==> config.mk <==
export PLATFORM = sky130hd
export DESIGN_NAME = ipv4lpm_hdr
export DESIGN_NICKNAME = d
export VERILOG_FILES = /design/src/rtl/core/ipv4lpm_pkg.sv /design/src/rtl/core/ipv4lpm_hdr.sv
export SDC_FILE = /design/constraint.sdc
export NUM_CORES = 1
export LEC_CHECK = 0
export BUFFER_PORTS_ARGS = -buffer_cell sky130_fd_sc_hd__buf_2
export CAP_MARGIN = 5
export CORE_MARGIN = 2
export CORE_UTILIZATION = 49
export CTS_CLUSTER_DIAMETER = 40
export CTS_CLUSTER_SIZE = 40
export DETAILED_ROUTE_END_ITERATION = 12
export GPL_TIMING_DRIVEN = 0
export MAX_ROUTING_LAYER = met4
export PLACE_DENSITY = 0.87
export SLEW_MARGIN = 20
export SYNTH_ARGS = -nofsm -noshare
export SYNTH_HDL_FRONTEND = slang
export SYNTH_SLANG_ARGS = --single-unit
==> constraint.sdc <==
create_clock -name clk_i -period 7.9 [get_ports clk_i]
set_input_delay 2.37 -clock clk_i [delete_from_list [all_inputs] [get_ports clk_i]]
set_output_delay 2.37 -clock clk_i [all_outputs]
set_load 0.01 [all_outputs]
==> src/rtl/core/ipv4lpm_pkg.sv <==
package ipv4lpm_pkg;

  // Default depth of the route table, one cell per entry.
  localparam int unsigned DEF_ROUTE_ENTRIES = 64;

  // Field widths.
  localparam int unsigned ADDR_W = 32;
  localparam int unsigned LEN_W  = 6;
  localparam int unsigned WORD_W = 16;
  localparam int unsigned TTL_W  = 8;
  // A folded ones-complement sum never exceeds 17'h10000.
  localparam int unsigned SUM_W  = WORD_W + 1;
  localparam int unsigned IDX_W  = 5;

  // Longest legal prefix.
  localparam logic [LEN_W-1:0] MAX_PREFIX_LEN = LEN_W'(32);

  // Header word positions of interest.
  localparam logic [IDX_W-1:0] WORD_TTL    = IDX_W'(4);
  localparam logic [IDX_W-1:0] WORD_CSUM   = IDX_W'(5);
  localparam logic [IDX_W-1:0] WORD_DST_HI = IDX_W'(8);
  localparam logic [IDX_W-1:0] WORD_DST_LO = IDX_W'(9);
  localparam logic [IDX_W-1:0] WORD_IDX_MAX = IDX_W'(31);

  // Input commands.
  typedef enum logic [1:0] {
    CMD_CLEAR = 2'd0,
    CMD_ADD   = 2'd1,
    CMD_HDR   = 2'd2
  } cmd_e;

  // Decisions.
  typedef enum logic [1:0] {
    ACT_LOCAL    = 2'd0,
    ACT_FORWARD  = 2'd1,
    ACT_NO_ROUTE = 2'd2,
    ACT_TTL      = 2'd3
  } act_e;

  typedef struct packed {
    logic [1:0]        command;
    logic [ADDR_W-1:0] route_dest;
    logic [LEN_W-1:0]  route_mask_len;
    logic [ADDR_W-1:0] route_next_hop;
    logic [WORD_W-1:0] header_word;
    logic              header_last;
  } in_item_t;

  typedef struct packed {
    logic [1:0]        action;
    logic [ADDR_W-1:0] next_hop;
    logic [TTL_W-1:0]  new_ttl;
    logic [WORD_W-1:0] new_checksum;
  } out_item_t;

  // One stored route.
  typedef struct packed {
    logic [ADDR_W-1:0] prefix;
    logic [LEN_W-1:0]  len;
    logic [ADDR_W-1:0] hop;
  } route_t;

  // Lookup token that walks the cell chain.
  typedef struct packed {
    logic              valid;
    logic [ADDR_W-1:0] dest;
    logic [TTL_W-1:0]  ttl;
    logic [SUM_W-1:0]  sum;
    logic              found;
    logic [LEN_W-1:0]  best_len;
    logic [ADDR_W-1:0] best_hop;
  } srch_t;

  // Network mask for a prefix length of 0 to 32.
  function automatic logic [ADDR_W-1:0] prefix_mask(input logic [LEN_W-1:0] len);
    return ~({ADDR_W{1'b1}} >> len);
  endfunction

endpackage

==> src/rtl/core/ipv4lpm_hdr.sv <==
module ipv4lpm_hdr (
  input  logic                            clk_i,
  input  logic                            rst_ni,
  input  logic                            word_en_i,
  input  logic [ipv4lpm_pkg::WORD_W-1:0]  word_i,
  input  logic                            last_i,
  output ipv4lpm_pkg::srch_t              srch_o
);
  import ipv4lpm_pkg::*;

  logic [IDX_W-1:0]  idx_q, idx_d;
  logic [SUM_W-1:0]  sum_q, sum_d;
  logic [ADDR_W-1:0] dest_q, dest_d;
  logic [TTL_W-1:0]  ttl_q, ttl_d;
  logic [WORD_W-1:0] add;
  logic [SUM_W-1:0]  raw;
  logic [SUM_W-1:0]  fold;

  // Pick out TTL and destination, and form the word that enters the checksum.
  always_comb begin
    ttl_d  = ttl_q;
    dest_d = dest_q;
    add    = word_i;
    case (idx_q)
      WORD_TTL: begin
        ttl_d = word_i[15:8];
        add   = {word_i[15:8] - 8'd1, word_i[7:0]};
      end
      WORD_CSUM: begin
        add = '0;
      end
      WORD_DST_HI: begin
        dest_d = {word_i, dest_q[15:0]};
      end
      WORD_DST_LO: begin
        dest_d = {dest_q[31:16], word_i};
      end
      default: begin
      end
    endcase
  end

  // Ones-complement add with end-around carry.
  assign raw  = sum_q + SUM_W'(add);
  assign fold = SUM_W'(raw[WORD_W-1:0]) + SUM_W'(raw[WORD_W]);

  always_comb begin
    sum_d = fold;
    idx_d = (idx_q < WORD_IDX_MAX) ? idx_q + IDX_W'(1) : idx_q;
  end

  // Header state returns to zero after the last word.
  always_ff @(posedge clk_i or negedge rst_ni) begin
    if (!rst_ni) begin
      idx_q  <= '0;
      sum_q  <= '0;
      dest_q <= '0;
      ttl_q  <= '0;
    end else if (word_en_i) begin
      if (last_i) begin
        idx_q  <= '0;
        sum_q  <= '0;
        dest_q <= '0;
        ttl_q  <= '0;
      end else begin
        idx_q  <= idx_d;
        sum_q  <= sum_d;
        dest_q <= dest_d;
        ttl_q  <= ttl_d;
      end
    end
  end

  // Launch a lookup token with the final header values.
  always_comb begin
    srch_o          = '0;
    srch_o.valid    = word_en_i && last_i;
    srch_o.dest     = dest_d;
    srch_o.ttl      = ttl_d;
    srch_o.sum      = sum_d;
    srch_o.found    = 1'b0;
    srch_o.best_len = '0;
    srch_o.best_hop = '0;
  end

endmodule

==> metrics, run 1 <==
outcome=complete, but fails checks; failing checks=setup timing; die height=101 um; Layout area overhead=36.1%; Leak=3.21 nW; met2 Usage GRT=0.448; Async SR Flop Fraction=1.00; Layout Nets=697; met3 GRT Util=0.0676; Yosys reg bits=62; Hold Worst Slack=0.510 ns; CTS tree=done; Max Freq=122 MHz; first-pass GRT wire length=22.4 mm; number of synthesized flops with an enable pin=0; Max-slew headroom=0.464; CTS Sinks=62; CTS Root Cell=clkbuf_8; Post-synth top cells=a22o_1, dfrtp_1, nand2_1; Synthesis Warnings=0; GRT busiest layer=met2; Tot GR Track Use=0.289; PortBufs=76; pin count of the biggest net entering global routing=63; post-place setup slack=-0.760 ns; most common cell in the netlist=a22o_1; post-detailed-route via-to-cell ratio=5.93; Post-Layout Cell Count=788; clock slew at reported path FFs=0.07 ns; post-layout worst setup margin=-0.284 ns; HP Class=register to register; Residual DRC=0; Max Slew Vio Count=0; Die W=101 um; ys flop type=dfrtp_1; Critical Path Fanout Max=6; type of origin of the critical path=input port; synth top area cells=dfrtp_1, a22o_1, buf_4, ha_1, nand2_1; Tcrit/Tclk final=1.04; Tightest Pin Transition=0.803 ns; IO Pins=117; crit end category=output port; max cap viols=0; IR drop worst, VDD=225 uV; remaining antenna violation count=0; Pwr Density=298 nW/um2; share of cells above drive strength 1=0.393; power consumption=1.89 mW; Initial Util=0.504; Avg WL per Cell=19.0 um; ANT cells=0; vias in the first global route=4,469; post-synthesis sequential area ratio=0.333; Setup violations, final=12; drt pass-1 iters=5; DP HPWL=9.45 mm; Distinct cells, synth=71; TritonCTS Buffers=9; initial antenna violation count=0; post-synthesis cell count=483; GRT overflow=0; CTS H-Tree Depth=3; Layout Skew=0.00911 ns; initial drt markers=334; Post-Syn Area=4650 um2; RSZ-0062 raised after global routing=yes; setup TNS=-2.48 ns; Avg Cell Area, Syn=9.63 um2; Clock Latency Late Sink=0.35 ns; DR vias=4,675; WL final=15.0 mm; clk buf depth=2; Final Wtd Congestion=0.929; placed insts=726; CP Class=input port to output port; GR Util met1=0.367; CP required=5.53 ns; clock period minus worst slack=8.18 ns; full die area=10,300 um2; Core ar.=9240 um2; WP data arrival=5.81 ns; Rows=35; Final Hold Viols=0; Yosys top cell area share=0.333; Yosys top cell by area=dfrtp_1
-- worst max-delay path, cell delays in order --
cell,delay [ns]
buf_6,0.10
clkbuf_16,0.14
or4_4,0.51
nand3_2,0.09
o21ai_2,0.08
ha_2,0.20
or3_1,0.40
o211ai_2,0.09
o21bai_1,0.10
a21oi_2,0.17
xnor2_2,0.17
ha_2,0.25
ha_4,0.14
nand2_2,0.05
and3b_1,0.25
buf_8,0.12
nand3_4,0.08
buf_4,0.17
xor2_4,0.14
buf_2,0.15
-- per-stage QoR --
step | util | instance area (um2)
6_report | 0.686 | 6330
5_1_grt | 0.686 | 6330
4_1_cts | 0.661 | 6110
3_5_place_dp | 0.578 | 5340
3_3_place_gp | 0.578 | 5340
2_1_floorplan | - | 4800
-- power breakdown --
part / switching (mW) / internal, mW / total (mW)
clock network: 0.135 / 0.195 / 0.329
registers: 0.0295 / 0.358 / 0.388
logic: 0.653 / 0.518 / 1.17
-- path summary, 6_finish.rpt --
check	startpoint	depth (start not counted)	slack, ns	to
min in group asynchronous	rst_ni	1	2.10	sum_q[15]
hold reg to reg	ttl_q[4]	1	0.51	ttl_q[4]
hold / removal	ttl_q[4]	1	0.51	ttl_q[4]
setup / recovery	word_i[10]	20	-0.28	srch_o[47]
setup reg to reg	idx_q[3]	24	2.62	sum_q[10]
max in group asynchronous	rst_ni	1	5.26	sum_q[7]
-- metal layers --
layer | share of wire | routed length [um]
met2 | 0.48 | 7260
met3 | 0.098 | 1470
met1 | 0.38 | 5720
met4 | 0.035 | 528
met5 | 0 | 0
-- cell type report --
cell class                 count  area [um2]
clock inverter                 5        81.3
tap                          129         161
sequential                    62        1550
inverter                      16        75.1
clock buffer                  11         151
buffer                        68         447
timing repair buffer         123         783
multi-input combinational    374        3080
fill                         625        2910
-- cell usage in the layout (no fill, tap or decap), types with 3 or more instances in the layout --
cell type and n:
buf_4 85, a22o_1 84, buf_2 72, dfrtp_1 62, conb_1 39, nand2_1 38
clkbuf_1 21, ha_1 15, and2_1 13, o21ai_0 12, nor2_1 12, xnor2_1 11
clkbuf_8 11, inv_1 10, a21oi_1 10, nand3_1 7, xor2_1 7, o211ai_1 6
xnor2_2 6, buf_6 5, and3_1 5, ha_2 5, inv_2 4, nand2b_1 4
nand3_4 3, nand3b_1 3, nand2_4 3, o21ai_2 3, a21o_1 3, a21oi_2 3
nand4_1 3, nor3_1 3, nor3_4 3, buf_1 3
-- registers in the layout (all words and copies together) (netlist names) --
name    flops
dest_q     32
ttl_q       8
sum_q      17
idx_q       5
-- timing repair --
action                                  CTS  global route
endpoints found under the setup margin   15            14
setup buffers                            29            19
cloned                                    0             0
pin swaps                                28            29
hold buffers                              0             0
resized for setup                        72            23
-- cells by family (layout without fill, tap and decap cells) --
kind of cell    count (synthesis)  count (layout)  synth area share
fa+ha+maj                      23              23            0.0635
mux                             1               1           0.00215
flops                          62              62             0.333
xor+xnor                       28              28            0.0575
compound gates                157             157             0.291
buf+inv                        85             223             0.102
simple gates                  126             126             0.150
other cells                     1              39          0.000806
Note: power is estimated with default switching activity, not from simulation.
==> run 2, diff against run 1 <==
--- a/config.mk
+++ b/config.mk
@@ -5,16 +5,17 @@
 export SDC_FILE = /design/constraint.sdc
 export NUM_CORES = 1
 export LEC_CHECK = 0
+export ABC_AREA = 1
 export BUFFER_PORTS_ARGS = -buffer_cell sky130_fd_sc_hd__buf_2
 export CAP_MARGIN = 5
 export CORE_MARGIN = 2
-export CORE_UTILIZATION = 49
+export CORE_UTILIZATION = 50
 export CTS_CLUSTER_DIAMETER = 40
 export CTS_CLUSTER_SIZE = 40
 export DETAILED_ROUTE_END_ITERATION = 12
 export GPL_TIMING_DRIVEN = 0
 export MAX_ROUTING_LAYER = met4
-export PLACE_DENSITY = 0.87
+export PLACE_DENSITY = 0.88
 export SLEW_MARGIN = 20
 export SYNTH_ARGS = -nofsm -noshare
 export SYNTH_HDL_FRONTEND = slang
==> run 2 against run 1 <==
  * The flow still finishes with violations (setup timing)
  * Die area rose by 5.7%
  * Routed wire length is 9.6% higher
  * Setup slack got worse by 0.17 ns
  * Cell area increased by 8.9%
  * Global-route usage up 0.052 points
==> metrics, run 2 <==
outcome=complete, but fails checks; failing checks=setup timing; post-layout worst setup margin=-0.453 ns (-0.169 ns); CTS tree=done; most frequent cells in the layout=nand2_1, inv_1, buf_4, buf_2, dfrtp_1; Final Wtd Congestion=0.961 (+3.5%); cell area after layout=6900 um2 (+8.9%); most common cell in the netlist=nand2_1; ys flop type=dfrtp_1; max cap viols=0 (unchanged); Critical Path Fanout Max=4 (-2); IR drop worst, VDD=142 uV (-37%); Initial Util=0.514 (+0.0109); Tot GR Track Use=0.289 (+0.000518); Synthesis Warnings=0 (unchanged); Hold Buf Count CTS=0 (unchanged); worst r2r dst=sum_q[16]; vias in the first global route=5,322 (+19%); Net Sw Power=797 uW (-2.5%); PortBufs=76 (unchanged); number of synthesized flops with an enable pin=0 (unchanged); Residual DRC=0 (unchanged); remaining antenna violation count=0 (unchanged); Avg Cell Area, Syn=6.93 um2 (-28%); clk buf depth=2 (unchanged); largest reg by FF count=dest_q; combinational power share=0.609 (-0.011); pin count of the biggest net entering global routing=63 (unchanged); post-detailed-route via-to-cell ratio=5.28 (-11%); Max Slew Vio Count=0 (unchanged); Die W=104 um (+2.8%); biggest regs=dest_q: 32 flops, sum_q: 17 flops, ttl_q: 8 flops; clock slew at reported path FFs=0.08 ns (about the same); Yosys top cell by area=dfrtp_1; Hold Path Origin=sum_q[11]; ANT cells=0 (unchanged); DP HPWL=10.1 mm (+7.1%); TritonCTS Buffers=9 (unchanged); R2R setup slack=0.51 ns (-2.11 ns); Async SR Flop Fraction=1.00 (unchanged); Leak=3.85 nW (+20%); clock power share=0.179 (+0.005); die height=104 um (+2.8%); clock period minus worst slack=8.35 ns (+0.169 ns); drt pass-1 iters=6 (+1); Tcrit/Tclk final=1.06 (+0.0213); post-synthesis cell count=726 (+50%); Layout Skew=0.00804 ns (-0.00107 ns); WL final=16.4 mm (+9.6%); Distinct cells, synth=36 (-49%); Clock Latency Late Sink=0.35 ns (about the same); HP Class=register to register; CP required=5.53 ns (about the same); post-synthesis sequential area ratio=0.309 (-0.0249); reg2reg start=idx_q[0]; RSZ-0062 raised after global routing=yes; Avg WL per Cell=15.4 um (-19%); IO Pins=117 (unchanged); Pwr Density=255 nW/um2 (-15%); Setup violations, final=12 (unchanged); CP Class=input port to output port; Tightest Pin Transition=0.782 ns (-0.0212 ns); Yosys reg bits=62 (unchanged); synth top area cells=dfrtp_1, nand2_1, inv_1, buf_4, ha_1; Hold Path Depth=2 (+1); Layout Nets=968 (+39%); share of cells above drive strength 1=0.338 (-0.0554); Rows=36 (+2.9%); crit end category=output port; commonest non-fill, non-tap cell in the layout=nand2_1; full die area=10,900 um2 (+5.7%); Core ar.=9770 um2 (+5.8%); type of origin of the critical path=input port; Max Freq=120 MHz (-2.0%); Pint=960 uW (-10%); power consumption=1.76 mW (-6.9%); Max-slew headroom=0.479 (+0.0141); DR vias=5,616 (+20%); CTS Root Cell=clkbuf_8; Yosys top cell area share=0.309 (-0.0249); Layout area overhead=37.2%; CTS Sinks=62 (unchanged); worst hold endpoint=sum_q[11]; Reg power frac=0.212 (+0.007); Post-synth top cells=nand2_1, inv_1, dfrtp_1; max reg flops=32 (unchanged); sw frac=0.454 (+0.0208); first-pass GRT wire length=25.1 mm (+12%); Core Util, Final=0.706 (+0.0204); WP data arrival=5.98 ns (+0.17 ns); CTS H-Tree Depth=3 (unchanged); initial antenna violation count=0 (unchanged); GRT overflow=0 (unchanged); Post-DP Area=5720 um2 (+7.1%); Final Hold Viols=0 (unchanged); initial drt markers=390 (+17%); setup TNS=-3.12 ns (-0.637 ns); depth of the worst register-to-register path=53 (+120%); Post-Syn Area=5030 um2 (+8.1%)
==> run 2: cell count changes after synthesis, sizes merged, moves of 8 or more <==
cell / change
nor2: +33
inv: +119
and2: -9
o211ai: -8
a22o: -79
o22ai: +38
clkbuf: -14
xnor2: -17
nand3: +42
o21ai: +42
nand2: +162
==> run 2: cell type report <==
type                            count  area (um2)
Multi-Input combinational cell    508        3010
Fill cell                         724        2870
Sequential cell                    62        1550
Timing Repair Buffer              150        1060
Inverter                          138         526
Buffer                             56         369
Tap cell                          133         166
Clock buffer                        9         124
Clock inverter                      7        97.6
==> run 2: cells by family (layout without fill, tap and decap cells) <==
logic type / count (synthesis) / after routing / share of synthesized area
flops: 62 / 62 / 0.309
xor+xnor: 7 / 7 / 0.0122
buf+inv: 194 / 360 / 0.176
compound gates: 122 / 122 / 0.138
fa+ha+maj: 23 / 23 / 0.0587
simple gates: 317 / 317 / 0.306
other cells: 1 / 39 / 0.000746
==> run 2: worst max-delay path, stage by stage <==
cell and delay, ns:
buf_8 0.11, nor2_2 0.14, nand2_1 0.09, nand3_1 0.07, o21ai_0 0.11, ha_1 0.39, nand2_1 0.15, nor2_4 0.15
and2_1 0.15, nand2_2 0.07, nand2_2 0.09, a21oi_2 0.05, nor2_1 0.13, nor2_2 0.07, xnor2_2 0.25, ha_2 0.27
ha_4 0.14, inv_2 0.04, nor2_4 0.12, nand3_4 0.09, nor2_4 0.13, nand2_4 0.10, buf_6 0.13, nor3_4 0.13
nand3_1 0.11, nor2_1 0.16, buf_2 0.16
==> run 2: routing by layer <==
metal	track usage	up-vias	share of wire
met1	0.333	2565	0.37
met3	0.0426	73	0.087
met5	-	-	0
met4	0.145	0	0.041
met2	0.492	361	0.50
li1	-	2617	-
==> run 2: worst max path at each step <==
stage	start	endpoint	slack [ns]	cells past startpoint
2_1_floorplan	word_i[8]	srch_o[55]	0.23	26
3_3_place_gp	word_i[9]	srch_o[49]	-0.49	28
3_5_place_dp	word_i[9]	srch_o[49]	-0.55	28
4_1_cts	word_i[10]	srch_o[51]	-0.18	31
5_1_grt	word_i[9]	srch_o[55]	-0.60	27
6_report	word_i[9]	srch_o[55]	-0.45	27
==> run 2: metrics by stage <==
step / setup slack, ns / hold WS, ns / std cells
2_1_floorplan: 0.231 / 0.449 / 764
3_3_place_gp: -0.493 / 0.467 / 973
3_5_place_dp: -0.554 / 0.476 / 973
4_1_cts: -0.181 / 0.489 / 1052
5_1_grt: -0.604 / 0.527 / 1063
6_report: -0.453 / 0.499 / 1063
==> run 2: timing repair <==
item | CTS | global route
setup endpoints to repair | 13 | 16
gates resized for setup | 44 | 57
buffers inserted | 63 | 17
pin swaps | 26 | 30
==> run 2: power groups by stage <==
stage	sequential [mW]	clock, mW	combinational, mW
floorplan	0.370	0	0.572
global placement	0.373	0	0.745
detailed placement	0.375	0	0.759
CTS	0.369	0.313	0.939
global route	0.375	0.329	1.16
finish	0.372	0.315	1.07
==> run 3, diff against run 2 <==
--- a/config.mk
+++ b/config.mk
@@ -8,6 +8,7 @@
 export ABC_AREA = 1
 export BUFFER_PORTS_ARGS = -buffer_cell sky130_fd_sc_hd__buf_2
 export CAP_MARGIN = 5
+export CORE_ASPECT_RATIO = 0.9
 export CORE_MARGIN = 2
 export CORE_UTILIZATION = 50
 export CTS_CLUSTER_DIAMETER = 40
==> run 3 against run 2 <==
  * The run still ends with setup timing left
  * Sequential power about the same
  * Utilization decreased by 3.5 points
  * Clock power increased by 2%
  * Count of clock-buffer cells in the layout unchanged
  * Largest power group unchanged
  * Highest routed layer unchanged
==> metrics, run 3 (same netlist as run 2, synthesis figures left out) <==
TritonCTS Buffers=9 (unchanged); post-detailed-route via-to-cell ratio=5.29 (+0.20%); Post-DP Area=5710 um2 (-0.15%); Hold Path Depth=2 (unchanged); Core ar.=9740 um2 (-0.33%); pin count of the biggest net entering global routing=63 (unchanged); CP Class=input port to output port; outcome=complete, but fails checks; drt pass-1 iters=6 (unchanged); failing checks=setup timing; clk buf depth=2 (unchanged); Tot GR Track Use=0.283 (-0.00650); clock slew at reported path FFs=0.07 ns (about the same); Avg WL per Cell=14.9 um (-3.3%); WP data arrival=5.86 ns (-0.12 ns); DP HPWL=10.2 mm (+0.54%); CTS tree=done; max cap viols=0 (unchanged); vias in the first global route=5,034 (-5.4%); Die W=110 um (+5.2%); Residual DRC=0 (unchanged); Tightest Pin Transition=0.784 ns (+0.00192 ns); share of cells above drive strength 1=0.306 (-0.0314); CTS Root Cell=clkbuf_8; Layout Nets=936 (-3.3%); Max Slew Vio Count=0 (unchanged); post-place setup slack=-0.617 ns (-0.0634 ns); Clock Latency Late Sink=0.36 ns (about the same); CTS Sinks=62 (unchanged); IO Pins=117 (unchanged); Final Hold Viols=0 (unchanged); biggest regs=dest_q: 32 flops, sum_q: 17 flops, ttl_q: 8 flops; Leak=3.67 nW (-4.8%); power consumption=1.66 mW (-5.8%); setup TNS=-3.28 ns (-0.161 ns); ANT cells=0 (unchanged); largest reg by FF count=dest_q; RSZ-0062 raised after global routing=yes; Post-Layout Cell Count=1,024 (-3.7%); Critical Path Fanout Max=5 (+1); initial antenna violation count=0 (unchanged); die height=99.1 um (-4.9%); Final Wtd Congestion=0.963 (+0.22%); IR drop worst, VDD=193 uV (+35%); Tcrit/Tclk final=1.04 (-0.0159); Initial Util=0.516 (+0.00172); Setup violations, final=13 (+1); # fillers=762 (+5.2%); Max-slew headroom=0.477 (-0.00128); crit end category=output port; Layout area overhead=29.9%; type of origin of the critical path=input port; CP required=5.53 ns (about the same); remaining antenna violation count=0 (unchanged); Rows=34 (-5.6%); initial drt markers=484 (+24%); Max Freq=122 MHz (+1.5%); Pwr Density=253 nW/um2 (-0.52%); Layout Skew=0.00818 ns (+0.000139 ns); full die area=10,900 um2 (about the same); depth of the worst register-to-register path=36 (-32%); most frequent cells in the layout=nand2_1, inv_1, buf_4, buf_2, dfrtp_1; placed insts=966 (-0.72%); Hold Buf Count CTS=0 (unchanged); Hold Worst Slack=0.496 ns (-0.00283 ns); commonest non-fill, non-tap cell in the layout=nand2_1; HP Class=register to register; post-layout worst setup margin=-0.328 ns (+0.125 ns); max reg flops=32 (unchanged); PortBufs=76 (unchanged); GRT overflow=0 (unchanged); WL final=15.3 mm (-6.9%); slowest cell on the critical path=ha_1; Core Util, Final=0.671 (-0.0353); cell area after layout=6530 um2 (-5.3%); CTS H-Tree Depth=3 (unchanged); slowest stage delay, CP=0.41 ns (+0.02 ns); first-pass GRT wire length=23.6 mm (-5.8%); DR vias=5,421 (-3.5%); clock period minus worst slack=8.23 ns (-0.125 ns)
[run 3: changes by cell type in the layout (fill, tap and decap cells not counted), sizes merged]
| cell | before | now |
|---|---|---|
| buf | 195 | 163 |
| clkinv | 4 | 5 |
| inv | 137 | 136 |
[run 3: worst max-delay path, delay by kind of cell]
| kind | cells | cell delay, ns |
|---|---|---|
| xor gates and xnor gates | 1 | 0.30 |
| AOI/OAI and AO/OA | 2 | 0.23 |
| buffers and inverters | 9 | 0.81 |
| and+or+nand+nor | 14 | 1.40 |
| adders and majority gates | 3 | 0.76 |
[run 3: timing repair]
item,in CTS,in global routing
buffers inserted,34,9
endpoints found under the setup margin,14,15
resized for setup,35,37
pin swaps,35,31
[run 3: power breakdown]
group / internal (mW) / switching (mW)
combinational: 0.364 / 0.598
clock: 0.178 / 0.144
sequential: 0.350 / 0.0206
[run 3: final cells by class]
cell class | count | area, um2 | share of cell area
Inverter | 138 | 524 | 0.0802
Clock buffer | 9 | 124 | 0.0190
Multi-Input combinational cell | 508 | 2960 | 0.453
Timing Repair Buffer | 118 | 753 | 0.115
Sequential cell | 62 | 1550 | 0.237
Clock inverter | 7 | 97.6 | 0.0149
Tap cell | 126 | 158 | 0.0241
Buffer | 56 | 369 | 0.0565
[run 3: metal layers]
| metal | GRT usage | vias up | part of all wire |
|---|---|---|---|
| met3 | 0.0531 | 68 | 0.11 |
| met2 | 0.428 | 337 | 0.46 |
| met1 | 0.380 | 2472 | 0.39 |
| met5 | - | - | 0 |
| li1 | - | 2544 | - |
| met4 | 0.0993 | 0 | 0.041 |
[run 3: final timing paths]
check,from,end,slack (ns)
min in group asynchronous,rst_ni,sum_q[16],2.07
max in group asynchronous,rst_ni,dest_q[7],5.29
worst min register to register,sum_q[7],sum_q[7],0.50
worst max-delay path,word_i[11],srch_o[51],-0.33
worst min-delay path,sum_q[7],sum_q[7],0.50
worst max register to register,idx_q[1],sum_q[16],2.89
